<file path="src/hdl/lsra_pkg.sv">
// Shared types, constants and helper functions of the linear-scan register assigner.
// Used by every module and interface of the block; depends on nothing.
`default_nettype none

package lsra_pkg;

  // Sizes of the register files and the active list
  localparam int REG_COUNT    = 32;
  localparam int ACTIVE_DEPTH = 32;
  localparam int MASK_W       = 32;
  localparam int REG_W        = 5;
  localparam int POS_W        = 16;
  localparam int EXP_W        = 6;
  localparam int COUNT_W      = $clog2(ACTIVE_DEPTH + 1);
  localparam int CFG_IDX_W    = 1;

  // Configuration register indexes
  localparam logic [CFG_IDX_W-1:0] CFG_INT_USABLE = 1'b0;
  localparam logic [CFG_IDX_W-1:0] CFG_FLT_USABLE = 1'b1;

  // Reset values of the usable masks
  localparam logic [MASK_W-1:0] INT_USABLE_RESET = 32'h0000_FFEF;
  localparam logic [MASK_W-1:0] FLT_USABLE_RESET = 32'h0000_00FF;

  // Registers that may be candidates at all
  localparam logic [MASK_W-1:0] REG_WINDOW = (REG_COUNT >= MASK_W) ? {MASK_W{1'b1}} :
      MASK_W'((64'd1 << REG_COUNT) - 64'd1);

  // Register file select
  localparam logic FILE_INT = 1'b0;
  localparam logic FILE_FLT = 1'b1;

  // One entry of the active list
  typedef struct packed {
    logic [POS_W-1:0] end_pos;
    logic [REG_W-1:0] reg_idx;
    logic             file;
  } lsra_entry_t;

  // Commands from the controller to the datapath
  typedef struct packed {
    logic load;
    logic expire;
    logic select;
    logic commit;
  } lsra_cmd_t;

  // Status from the datapath to the controller
  typedef struct packed {
    logic expire_hit;
    logic slot_free;
  } lsra_status_t;

  // Lowest set bit of a mask: returns {found, index}
  function automatic logic [REG_W:0] find_first(input logic [MASK_W-1:0] v);
    logic [MASK_W-1:0] onehot;
    logic [REG_W-1:0]  idx;
    onehot = v & (~v + MASK_W'(1));
    idx    = '0;
    for (int i = 0; i < MASK_W; i++) begin
      if (onehot[i]) begin
        idx = idx | REG_W'(i);
      end
    end
    return {(v != '0), idx};
  endfunction

endpackage

`default_nettype wire

</file>
<file path="src/hdl/lsra_item_if.sv">
// Input channel of the register assigner: one live interval per transaction.
// Depends on lsra_pkg for field widths.
`default_nettype none

interface lsra_item_if;
  logic                        valid;
  logic                        ready;
  logic                        begin_function;
  logic [lsra_pkg::POS_W-1:0]  range_start;
  logic [lsra_pkg::POS_W-1:0]  range_end;
  logic                        fp_file;

  modport source (output valid, begin_function, range_start, range_end, fp_file,
                  input ready);
  modport sink   (input valid, begin_function, range_start, range_end, fp_file,
                  output ready);
endinterface

`default_nettype wire

</file>
<file path="src/hdl/lsra_result_if.sv">
// Output channel of the register assigner: one grant result per transaction.
// Depends on lsra_pkg for field widths.
`default_nettype none

interface lsra_result_if;
  logic                        valid;
  logic                        ready;
  logic                        granted;
  logic [lsra_pkg::REG_W-1:0]  reg_index;
  logic [lsra_pkg::EXP_W-1:0]  expired_count;

  modport source (output valid, granted, reg_index, expired_count, input ready);
  modport sink   (input valid, granted, reg_index, expired_count, output ready);
endinterface

`default_nettype wire

</file>
<file path="src/hdl/lsra_cfg_if.sv">
// Configuration write channel of the register assigner.
// Depends on lsra_pkg for index and data widths.
`default_nettype none

interface lsra_cfg_if;
  logic                            valid;
  logic                            ready;
  logic [lsra_pkg::CFG_IDX_W-1:0]  index;
  logic [lsra_pkg::MASK_W-1:0]     data;

  modport source (output valid, index, data, input ready);
  modport sink   (input valid, index, data, output ready);
endinterface

`default_nettype wire

</file>
<file path="src/hdl/lsra_active_list.sv">
// Active interval list kept sorted by end position, as a row of cells.
// Pops one entry from the front per cycle, inserts one entry in sorted place.
// Depends on lsra_pkg.
`default_nettype none

module lsra_active_list (
  input  wire logic                          clk,
  input  wire logic                          rst,
  input  wire logic                          clear,
  input  wire logic                          pop,
  input  wire logic                          push,
  input  wire lsra_pkg::lsra_entry_t         push_entry,
  input  wire logic [lsra_pkg::POS_W-1:0]    start_pos,
  output      logic                          head_hit,
  output      lsra_pkg::lsra_entry_t         head_entry,
  output      logic                          full,
  output      logic [lsra_pkg::COUNT_W-1:0]  count
);

  lsra_pkg::lsra_entry_t entries [lsra_pkg::ACTIVE_DEPTH];
  logic [lsra_pkg::ACTIVE_DEPTH-1:0] le;

  // Mark live cells whose end does not exceed the new end (a prefix)
  always_comb begin
    for (int i = 0; i < lsra_pkg::ACTIVE_DEPTH; i++) begin
      le[i] = (lsra_pkg::COUNT_W'(i) < count) &&
              (entries[i].end_pos <= push_entry.end_pos);
    end
  end

  assign head_entry = entries[0];
  assign head_hit   = (count != '0) && (entries[0].end_pos < start_pos);
  assign full       = (count == lsra_pkg::COUNT_W'(lsra_pkg::ACTIVE_DEPTH));

  // Shift left on pop, open a slot and insert on push
  always_ff @(posedge clk) begin
    for (int i = 0; i < lsra_pkg::ACTIVE_DEPTH; i++) begin
      if (pop) begin
        if (i < lsra_pkg::ACTIVE_DEPTH - 1) begin
          entries[i] <= entries[i+1];
        end
      end else if (push && !le[i]) begin
        if (i == 0) begin
          entries[i] <= push_entry;
        end else if (le[i-1]) begin
          entries[i] <= push_entry;
        end else begin
          entries[i] <= entries[i-1];
        end
      end
    end
  end

  // Track the number of live entries
  always_ff @(posedge clk) begin
    if (rst || clear) begin
      count <= '0;
    end else if (pop) begin
      count <= count - lsra_pkg::COUNT_W'(1);
    end else if (push) begin
      count <= count + lsra_pkg::COUNT_W'(1);
    end
  end

endmodule

`default_nettype wire

</file>
<file path="src/hdl/lsra_dpath.sv">
// Datapath of the register assigner: usable, free, used and locked masks,
// register selection, the active list and the result register.
// Depends on lsra_pkg and lsra_active_list.
`default_nettype none

module lsra_dpath (
  input  wire logic                            clk,
  input  wire logic                            rst,
  input  wire lsra_pkg::lsra_cmd_t             cmd,
  output      lsra_pkg::lsra_status_t          status,
  // interval fields
  input  wire logic                            begin_function,
  input  wire logic [lsra_pkg::POS_W-1:0]      range_start,
  input  wire logic [lsra_pkg::POS_W-1:0]      range_end,
  input  wire logic                            fp_file,
  // configuration writes
  input  wire logic                            cfg_valid,
  input  wire logic [lsra_pkg::CFG_IDX_W-1:0]  cfg_index,
  input  wire logic [lsra_pkg::MASK_W-1:0]     cfg_data,
  // result register
  output      logic                            out_valid,
  input  wire logic                            out_ready,
  output      logic                            granted,
  output      logic [lsra_pkg::REG_W-1:0]      reg_index,
  output      logic [lsra_pkg::EXP_W-1:0]      expired_count
);

  logic [lsra_pkg::MASK_W-1:0] int_usable, flt_usable;
  logic [lsra_pkg::MASK_W-1:0] int_free, int_used, int_locked;
  logic [lsra_pkg::MASK_W-1:0] flt_free, flt_used, flt_locked;
  logic [lsra_pkg::POS_W-1:0]  cur_start, cur_end;
  logic                        cur_file;
  logic [lsra_pkg::EXP_W-1:0]  exp_cnt;
  logic                        sel_found;
  logic [lsra_pkg::REG_W-1:0]  sel_idx;

  logic                          head_hit, list_full;
  lsra_pkg::lsra_entry_t         head_entry, new_entry;
  logic [lsra_pkg::COUNT_W-1:0]  active_count;
  logic [lsra_pkg::MASK_W-1:0]   cand;
  logic [lsra_pkg::REG_W:0]      pick_used, pick_any;
  logic                          clear_sets;

  assign clear_sets = cmd.load && begin_function;

  // Take configuration writes
  always_ff @(posedge clk) begin
    if (rst) begin
      int_usable <= lsra_pkg::INT_USABLE_RESET;
      flt_usable <= lsra_pkg::FLT_USABLE_RESET;
    end else if (cfg_valid) begin
      case (cfg_index)
        lsra_pkg::CFG_INT_USABLE: int_usable <= cfg_data;
        lsra_pkg::CFG_FLT_USABLE: flt_usable <= cfg_data;
        default: ;
      endcase
    end
  end

  // Latch the interval on acceptance
  always_ff @(posedge clk) begin
    if (cmd.load) begin
      cur_start <= range_start;
      cur_end   <= range_end;
      cur_file  <= fp_file;
    end
  end

  // Count expired intervals of the current transaction
  always_ff @(posedge clk) begin
    if (cmd.load) begin
      exp_cnt <= '0;
    end else if (cmd.expire) begin
      exp_cnt <= exp_cnt + lsra_pkg::EXP_W'(1);
    end
  end

  // Pick lowest free unlocked register, preferring one already used
  always_comb begin
    if (cur_file == lsra_pkg::FILE_FLT) begin
      cand = flt_free & ~flt_locked & lsra_pkg::REG_WINDOW;
      pick_used = lsra_pkg::find_first(cand & flt_used);
    end else begin
      cand = int_free & ~int_locked & lsra_pkg::REG_WINDOW;
      pick_used = lsra_pkg::find_first(cand & int_used);
    end
    pick_any = lsra_pkg::find_first(cand);
  end

  always_ff @(posedge clk) begin
    if (cmd.select) begin
      sel_found <= pick_any[lsra_pkg::REG_W] && !list_full;
      sel_idx   <= pick_used[lsra_pkg::REG_W] ? pick_used[lsra_pkg::REG_W-1:0]
                                              : pick_any[lsra_pkg::REG_W-1:0];
    end
  end

  // Free, used and locked masks of both files
  always_ff @(posedge clk) begin
    if (rst) begin
      int_free   <= '1;
      flt_free   <= '1;
      int_used   <= '0;
      flt_used   <= '0;
      int_locked <= ~lsra_pkg::INT_USABLE_RESET;
      flt_locked <= ~lsra_pkg::FLT_USABLE_RESET;
    end else if (clear_sets) begin
      int_free   <= '1;
      flt_free   <= '1;
      int_locked <= ~int_usable;
      flt_locked <= ~flt_usable;
    end else if (cmd.expire) begin
      if (head_entry.file == lsra_pkg::FILE_FLT) begin
        flt_free[head_entry.reg_idx] <= 1'b1;
      end else begin
        int_free[head_entry.reg_idx] <= 1'b1;
      end
    end else if (cmd.commit && sel_found) begin
      if (cur_file == lsra_pkg::FILE_FLT) begin
        flt_free[sel_idx] <= 1'b0;
        flt_used[sel_idx] <= 1'b1;
      end else begin
        int_free[sel_idx] <= 1'b0;
        int_used[sel_idx] <= 1'b1;
      end
    end
  end

  assign new_entry = '{end_pos: cur_end, reg_idx: sel_idx, file: cur_file};

  lsra_active_list u_active (
    .clk        (clk),
    .rst        (rst),
    .clear      (clear_sets),
    .pop        (cmd.expire),
    .push       (cmd.commit && sel_found),
    .push_entry (new_entry),
    .start_pos  (cur_start),
    .head_hit   (head_hit),
    .head_entry (head_entry),
    .full       (list_full),
    .count      (active_count)
  );

  // Result register
  always_ff @(posedge clk) begin
    if (rst) begin
      out_valid <= 1'b0;
    end else if (cmd.commit) begin
      out_valid <= 1'b1;
    end else if (out_ready) begin
      out_valid <= 1'b0;
    end
  end

  always_ff @(posedge clk) begin
    if (cmd.commit) begin
      granted       <= sel_found;
      reg_index     <= sel_found ? sel_idx : '0;
      expired_count <= exp_cnt;
    end
  end

  assign status.expire_hit = head_hit;
  assign status.slot_free  = !out_valid || out_ready;

  // The list never grows past its depth
  a_count_bound: assert property (@(posedge clk) disable iff (rst)
    active_count <= lsra_pkg::COUNT_W'(lsra_pkg::ACTIVE_DEPTH))
    else $error("active list count beyond depth");

  // A result is never written over one still waiting
  a_no_overwrite: assert property (@(posedge clk) disable iff (rst)
    cmd.commit |-> (!out_valid || out_ready))
    else $error("result register overwritten");

  // Only a live head that ends before start is expired
  a_expire_hit: assert property (@(posedge clk) disable iff (rst)
    cmd.expire |-> (active_count != '0) && head_hit)
    else $error("expire without a live expiring head");

  // A granted integer register is no longer free afterward
  a_grant_taken: assert property (@(posedge clk) disable iff (rst)
    (cmd.commit && sel_found && cur_file == lsra_pkg::FILE_INT) |=> !int_free[reg_index])
    else $error("granted integer register still free");

endmodule

`default_nettype wire

</file>
<file path="src/hdl/lsra_ctrl.sv">
// Controller of the register assigner: sequences accept, expiry, selection and commit.
// Depends on lsra_pkg for command and status types.
`default_nettype none

module lsra_ctrl (
  input  wire logic                    clk,
  input  wire logic                    rst,
  input  wire logic                    in_valid,
  output      logic                    in_ready,
  input  wire lsra_pkg::lsra_status_t  status,
  output      lsra_pkg::lsra_cmd_t     cmd
);

  typedef enum logic [3:0] {
    ST_IDLE   = 4'b0001,
    ST_EXPIRE = 4'b0010,
    ST_SELECT = 4'b0100,
    ST_COMMIT = 4'b1000
  } state_t;

  state_t state, state_next;

  assign in_ready = (state == ST_IDLE);

  // Issue commands from the current state
  always_comb begin
    cmd        = '0;
    state_next = state;
    case (state)
      ST_IDLE: begin
        if (in_valid) begin
          cmd.load   = 1'b1;
          state_next = ST_EXPIRE;
        end
      end
      ST_EXPIRE: begin
        if (status.expire_hit) begin
          cmd.expire = 1'b1;
        end else begin
          state_next = ST_SELECT;
        end
      end
      ST_SELECT: begin
        cmd.select = 1'b1;
        state_next = ST_COMMIT;
      end
      ST_COMMIT: begin
        if (status.slot_free) begin
          cmd.commit = 1'b1;
          state_next = ST_IDLE;
        end
      end
      default: begin
        state_next = ST_IDLE;
      end
    endcase
  end

  always_ff @(posedge clk) begin
    if (rst) begin
      state <= ST_IDLE;
    end else begin
      state <= state_next;
    end
  end

endmodule

`default_nettype wire

</file>
<file path="src/hdl/linear_scan_register_assigner.sv">
// Linear-scan register assigner: top level joining the controller and the datapath.
// Depends on lsra_pkg, the channel interfaces, lsra_ctrl and lsra_dpath.
//
// Usage:
//   items   - live intervals (begin_function, range_start, range_end, fp_file),
//             sent in rising start order; one transaction per interval.
//   results - one transaction per interval: granted, reg_index, expired_count.
//   cfg     - writes of the usable masks (index 0 integer, index 1 float); always
//             ready, taken into the locked masks at the next begin_function.
// Timing: an accepted interval passes the expiry, select and commit states before
//   its result is registered; the expiry pops one entry from the sorted active
//   list per cycle. The next interval is taken once the previous one has been
//   committed, so intervals are worked one at a time.
// Reset (rst, synchronous): masks return to their reset values, free sets fill,
//   the active list empties; no clearing pass, the block is ready at once.
// Stall: a result waits in the output register while results.ready is low; the
//   next interval is still accepted and worked up to its commit, where it holds.
`default_nettype none

module linear_scan_register_assigner (
  input  wire logic    clk,
  input  wire logic    rst,
  lsra_item_if.sink    items,
  lsra_result_if.source results,
  lsra_cfg_if.sink     cfg
);

  lsra_pkg::lsra_cmd_t    cmd;
  lsra_pkg::lsra_status_t status;

  assign cfg.ready = 1'b1;

  lsra_ctrl u_ctrl (
    .clk      (clk),
    .rst      (rst),
    .in_valid (items.valid),
    .in_ready (items.ready),
    .status   (status),
    .cmd      (cmd)
  );

  lsra_dpath u_dpath (
    .clk            (clk),
    .rst            (rst),
    .cmd            (cmd),
    .status         (status),
    .begin_function (items.begin_function),
    .range_start    (items.range_start),
    .range_end      (items.range_end),
    .fp_file        (items.fp_file),
    .cfg_valid      (cfg.valid),
    .cfg_index      (cfg.index),
    .cfg_data       (cfg.data),
    .out_valid      (results.valid),
    .out_ready      (results.ready),
    .granted        (results.granted),
    .reg_index      (results.reg_index),
    .expired_count  (results.expired_count)
  );

endmodule

`default_nettype wire

</file>
<file path="src/flat_wrapper.sv">
// flat-port wrapper written by rule: the top's interface ports become plain ports
module linear_scan_register_assigner_flat 
  (clk, rst, items_valid, items_begin_function, items_range_start, items_range_end, items_fp_file, items_ready, results_valid, results_granted, results_reg_index, results_expired_count, results_ready, cfg_valid, cfg_index, cfg_data, cfg_ready);
  lsra_item_if items_i ();
  lsra_result_if results_i ();
  lsra_cfg_if cfg_i ();
  input  wire logic clk;
  input  wire logic rst;
  input wire logic [$bits(items_i.valid)-1:0] items_valid;
  input wire logic [$bits(items_i.begin_function)-1:0] items_begin_function;
  input wire logic [$bits(items_i.range_start)-1:0] items_range_start;
  input wire logic [$bits(items_i.range_end)-1:0] items_range_end;
  input wire logic [$bits(items_i.fp_file)-1:0] items_fp_file;
  output wire logic [$bits(items_i.ready)-1:0] items_ready;
  output wire logic [$bits(results_i.valid)-1:0] results_valid;
  output wire logic [$bits(results_i.granted)-1:0] results_granted;
  output wire logic [$bits(results_i.reg_index)-1:0] results_reg_index;
  output wire logic [$bits(results_i.expired_count)-1:0] results_expired_count;
  input wire logic [$bits(results_i.ready)-1:0] results_ready;
  input wire logic [$bits(cfg_i.valid)-1:0] cfg_valid;
  input wire logic [$bits(cfg_i.index)-1:0] cfg_index;
  input wire logic [$bits(cfg_i.data)-1:0] cfg_data;
  output wire logic [$bits(cfg_i.ready)-1:0] cfg_ready;
  assign items_i.valid = items_valid;
  assign items_i.begin_function = items_begin_function;
  assign items_i.range_start = items_range_start;
  assign items_i.range_end = items_range_end;
  assign items_i.fp_file = items_fp_file;
  assign items_ready = items_i.ready;
  assign results_valid = results_i.valid;
  assign results_granted = results_i.granted;
  assign results_reg_index = results_i.reg_index;
  assign results_expired_count = results_i.expired_count;
  assign results_i.ready = results_ready;
  assign cfg_i.valid = cfg_valid;
  assign cfg_i.index = cfg_index;
  assign cfg_i.data = cfg_data;
  assign cfg_ready = cfg_i.ready;
  linear_scan_register_assigner u_core (.clk(clk), .rst(rst), .items(items_i), .results(results_i), .cfg(cfg_i));
endmodule
</file>
<file path="config.mk">
export PLATFORM = sky130hd
export DESIGN_NAME = linear_scan_register_assigner_flat
export DESIGN_NICKNAME = d
export VERILOG_FILES = /design/src/hdl/lsra_pkg.sv /design/src/hdl/lsra_item_if.sv /design/src/hdl/lsra_result_if.sv /design/src/hdl/lsra_cfg_if.sv /design/src/hdl/lsra_active_list.sv /design/src/hdl/lsra_dpath.sv /design/src/hdl/lsra_ctrl.sv /design/src/hdl/linear_scan_register_assigner.sv /design/src/flat_wrapper.sv
export SDC_FILE = /design/constraint.sdc
export NUM_CORES = 2
export LEC_CHECK = 0
export BUFFER_PORTS_ARGS = -buffer_cell sky130_fd_sc_hd__buf_2
export CORE_MARGIN = 4
export CORE_UTILIZATION = 56
export CTS_BUF_LIST = sky130_fd_sc_hd__clkbuf_4
export DETAILED_ROUTE_END_ITERATION = 10
export HOLD_SLACK_MARGIN = 0.05
export PLACE_DENSITY = 0.72
export SKIP_LAST_GASP = 1
export SYNTH_ARGS = -nofsm -noshare
export SYNTH_HDL_FRONTEND = slang
export SYNTH_HIERARCHICAL = 1
export SYNTH_SLANG_ARGS = --single-unit
</file>
<file path="constraint.sdc">
create_clock -name clk -period 9.9 [get_ports clk]
set_input_delay 0.99 -clock clk [delete_from_list [all_inputs] [get_ports clk]]
set_output_delay 0.99 -clock clk [all_outputs]
set_load 0.005 [all_outputs]
</file>
==> results.sh <==
export IMPL_status="completed"
export IMPL_finClkSkew_ns=0.142
export IMPL_die_w_um=343
export IMPL_antenna_found_initial=3
export IMPL_cts_sinks=1028
export IMPL_placement_io_buffers=85
export IMPL_cts_root_buf="clkbuf_4"
export IMPL_synth_warnings=6
export IMPL_p_leak_nw=27.3
export IMPL_setup_violations=0
export IMPL_num_vias=52300
export IMPL_h_tree_depth=5
export IMPL_finalHoldViolCount=0
export IMPL_syn_to_final_growth_pct=9.48
export IMPL_crit_arrival_ns=6.13
export IMPL_p_per_area_mw_per_mm2=138
export IMPL_hold_buffers=64
export IMPL_layout_drive_gt1_share_pct=13.9
export IMPL_drtPass1Iterations=6
export IMPL_nNetsFinal=7110
export IMPL_cts_tree="built"
export IMPL_remaining_drc_errors=0
export IMPL_endpoint_kind="register"
export IMPL_syn_avg_cell_area_um2=9.94
export IMPL_core_mm2=0.111
export IMPL_initial_utilization_pct=56.7
export IMPL_final_setup_tns_ns=0
export IMPL_ant_nets=0
export IMPL_track_usage_pct=31.8
export IMPL_grt_overflow_total=0
export IMPL_start_kind="register"
export IMPL_fin_crit_sh_pct=53.0
export IMPL_cp_max_fo=44
export IMPL_grt_max_degree=101
export IMPL_tightest_slew_ns=1.36
export IMPL_synth_area_mm2=0.0630
export IMPL_maxSlewViolCount=0
export IMPL_ios=87
export IMPL_final_common_cell="a21oi_1"
export IMPL_p_total_mw=9.51
export IMPL_rows=122
export IMPL_wl_per_cell_um=23.5
export IMPL_max_cap_violations=0
export IMPL_clk_pin_slew_ns=0.06
export IMPL_required_ns=10.78
export IMPL_ir_drop_mv=0.117
export IMPL_clock_path_buffers=4
export IMPL_rsz0062_at_grt="false"
export IMPL_synth_cells=6338
export IMPL_cts_made_buffers=302
export IMPL_critical_path_class="register to register"
export IMPL_die_y_um=343
export IMPL_wl_um=192000
export IMPL_fill_cells=9385
export IMPL_multi_input_area_mm2=0.0329
export IMPL_first_iter_violations=5208
export IMPL_post_cts_buffers=0
export IMPL_vias_per_cell=6.38
export IMPL_regArea_mm2=0.0281
export IMPL_clock_latency_ns=1.22
export IMPL_cts_resized_gates=0
export IMPL_hold_path_class="primary input to register"
export IMPL_grt_first_pass_wirelength_um=294000
export IMPL_layout_common_cells="804 x a21oi_1, 755 x edfxtp_1, 738 x nor2_1"
export IMPL_fmax_mhz=191
export IMPL_place_congestion=0.930
export IMPL_syn_num_nets=6941
export IMPL_period_needed_ns=5.25
export IMPL_hpwl_um=131000
export IMPL_slew_headroom_pct=9.16
export IMPL_dieArea_mm2=0.118
export IMPL_grt_pass1_vias=51100
## power breakdown
group	leakage [nW]	internal [mW]	switching (mW)
clock	2.22	2.19	1.85
combinational	16.0	0.268	0.554
sequential	9.03	4.62	0.0307
## worst max-delay path, cell delays in order (launching register included)
cell and delay (ns):
dfxtp_1 0.84, nor4_2 0.21, and2_0 0.21, buf_4 0.22, a2111oi_0 0.43, o41a_1 0.27, and3_1 0.23, buf_4 0.32
inv_2 0.05, buf_4 0.31, nand2_1 0.25, buf_4 0.36, a211o_1 0.89, o21ai_0 0.27
## metrics by stage
step,setup slack (ns),area [µm²],util (%),hold WS [ns],std cells
finish,4.65,69000,62.1,0.161,8195
global route,4.23,69000,62.1,0.0773,8194
CTS,4.74,68900,62.0,0.0513,8187
detailed placement,4.75,64600,58.1,0.425,7627
global placement,4.98,64600,58.1,0.426,7627
floorplan,5.00,63000,-,0.413,6338
## sequential cells by signal, summed over array words and instances (netlist names), 16 cells and up
| signal | count |
|---|---|
| u_core/u_dpath/u_active/entries | 704 |
| u_core/u_dpath/flt_free | 32 |
| u_core/u_dpath/flt_locked | 32 |
| u_core/u_dpath/flt_usable | 32 |
| u_core/u_dpath/flt_used | 32 |
| u_core/u_dpath/int_free | 32 |
| u_core/u_dpath/int_locked | 32 |
| u_core/u_dpath/int_usable | 32 |
| u_core/u_dpath/int_used | 32 |
| u_core/u_dpath/cur_end | 16 |
| u_core/u_dpath/cur_start | 16 |
## routing by layer
layer | wire length (µm) | part of all wire, % | GRT usage, % | vias to the layer above
met2 | 90500 | 47 | 52.5 | 2505
met1 | 76300 | 40 | 40.2 | 25100
li1 | - | - | - | 24100
met4 | 10200 | 5.3 | 16.6 | 4
met5 | 29 | 0.015 | 0 | -
met3 | 15300 | 8.0 | 5.43 | 626
## path summary, 6_finish.rpt
check                                                     start                                                end  slack, ns  cells after the start
hold / removal                                     cfg_data[24]         u_core/u_dpath/flt_usable[24]$_SDFFE_PP0P_       0.16                      3
hold reg to reg      u_core/u_dpath/int_usable[13]$_SDFFE_PP1P_         u_core/u_dpath/int_locked[13]$_SDFFE_PP0P_       0.43                      1
setup / recovery  u_core/u_dpath/u_active/count[5]$_SDFFE_PP0P_  u_core/u_dpath/u_active/entries[0][289]$_DFFE_PP_       4.65                     13
setup reg to reg  u_core/u_dpath/u_active/count[5]$_SDFFE_PP0P_  u_core/u_dpath/u_active/entries[0][289]$_DFFE_PP_       4.65                     13
## layout make-up
class / count / share of cell area, %
flip-flops and latches: 1028 / 40.8
diodes: 8 / 0.0290
repair buffers: 273 / 2.91
inverters: 98 / 0.533
multi-input cells: 4804 / 47.7
well taps: 1488 / 2.70
clock buffers: 431 / 4.69
clock inverters: 65 / 0.680
(Power assumes the default switching activity.)
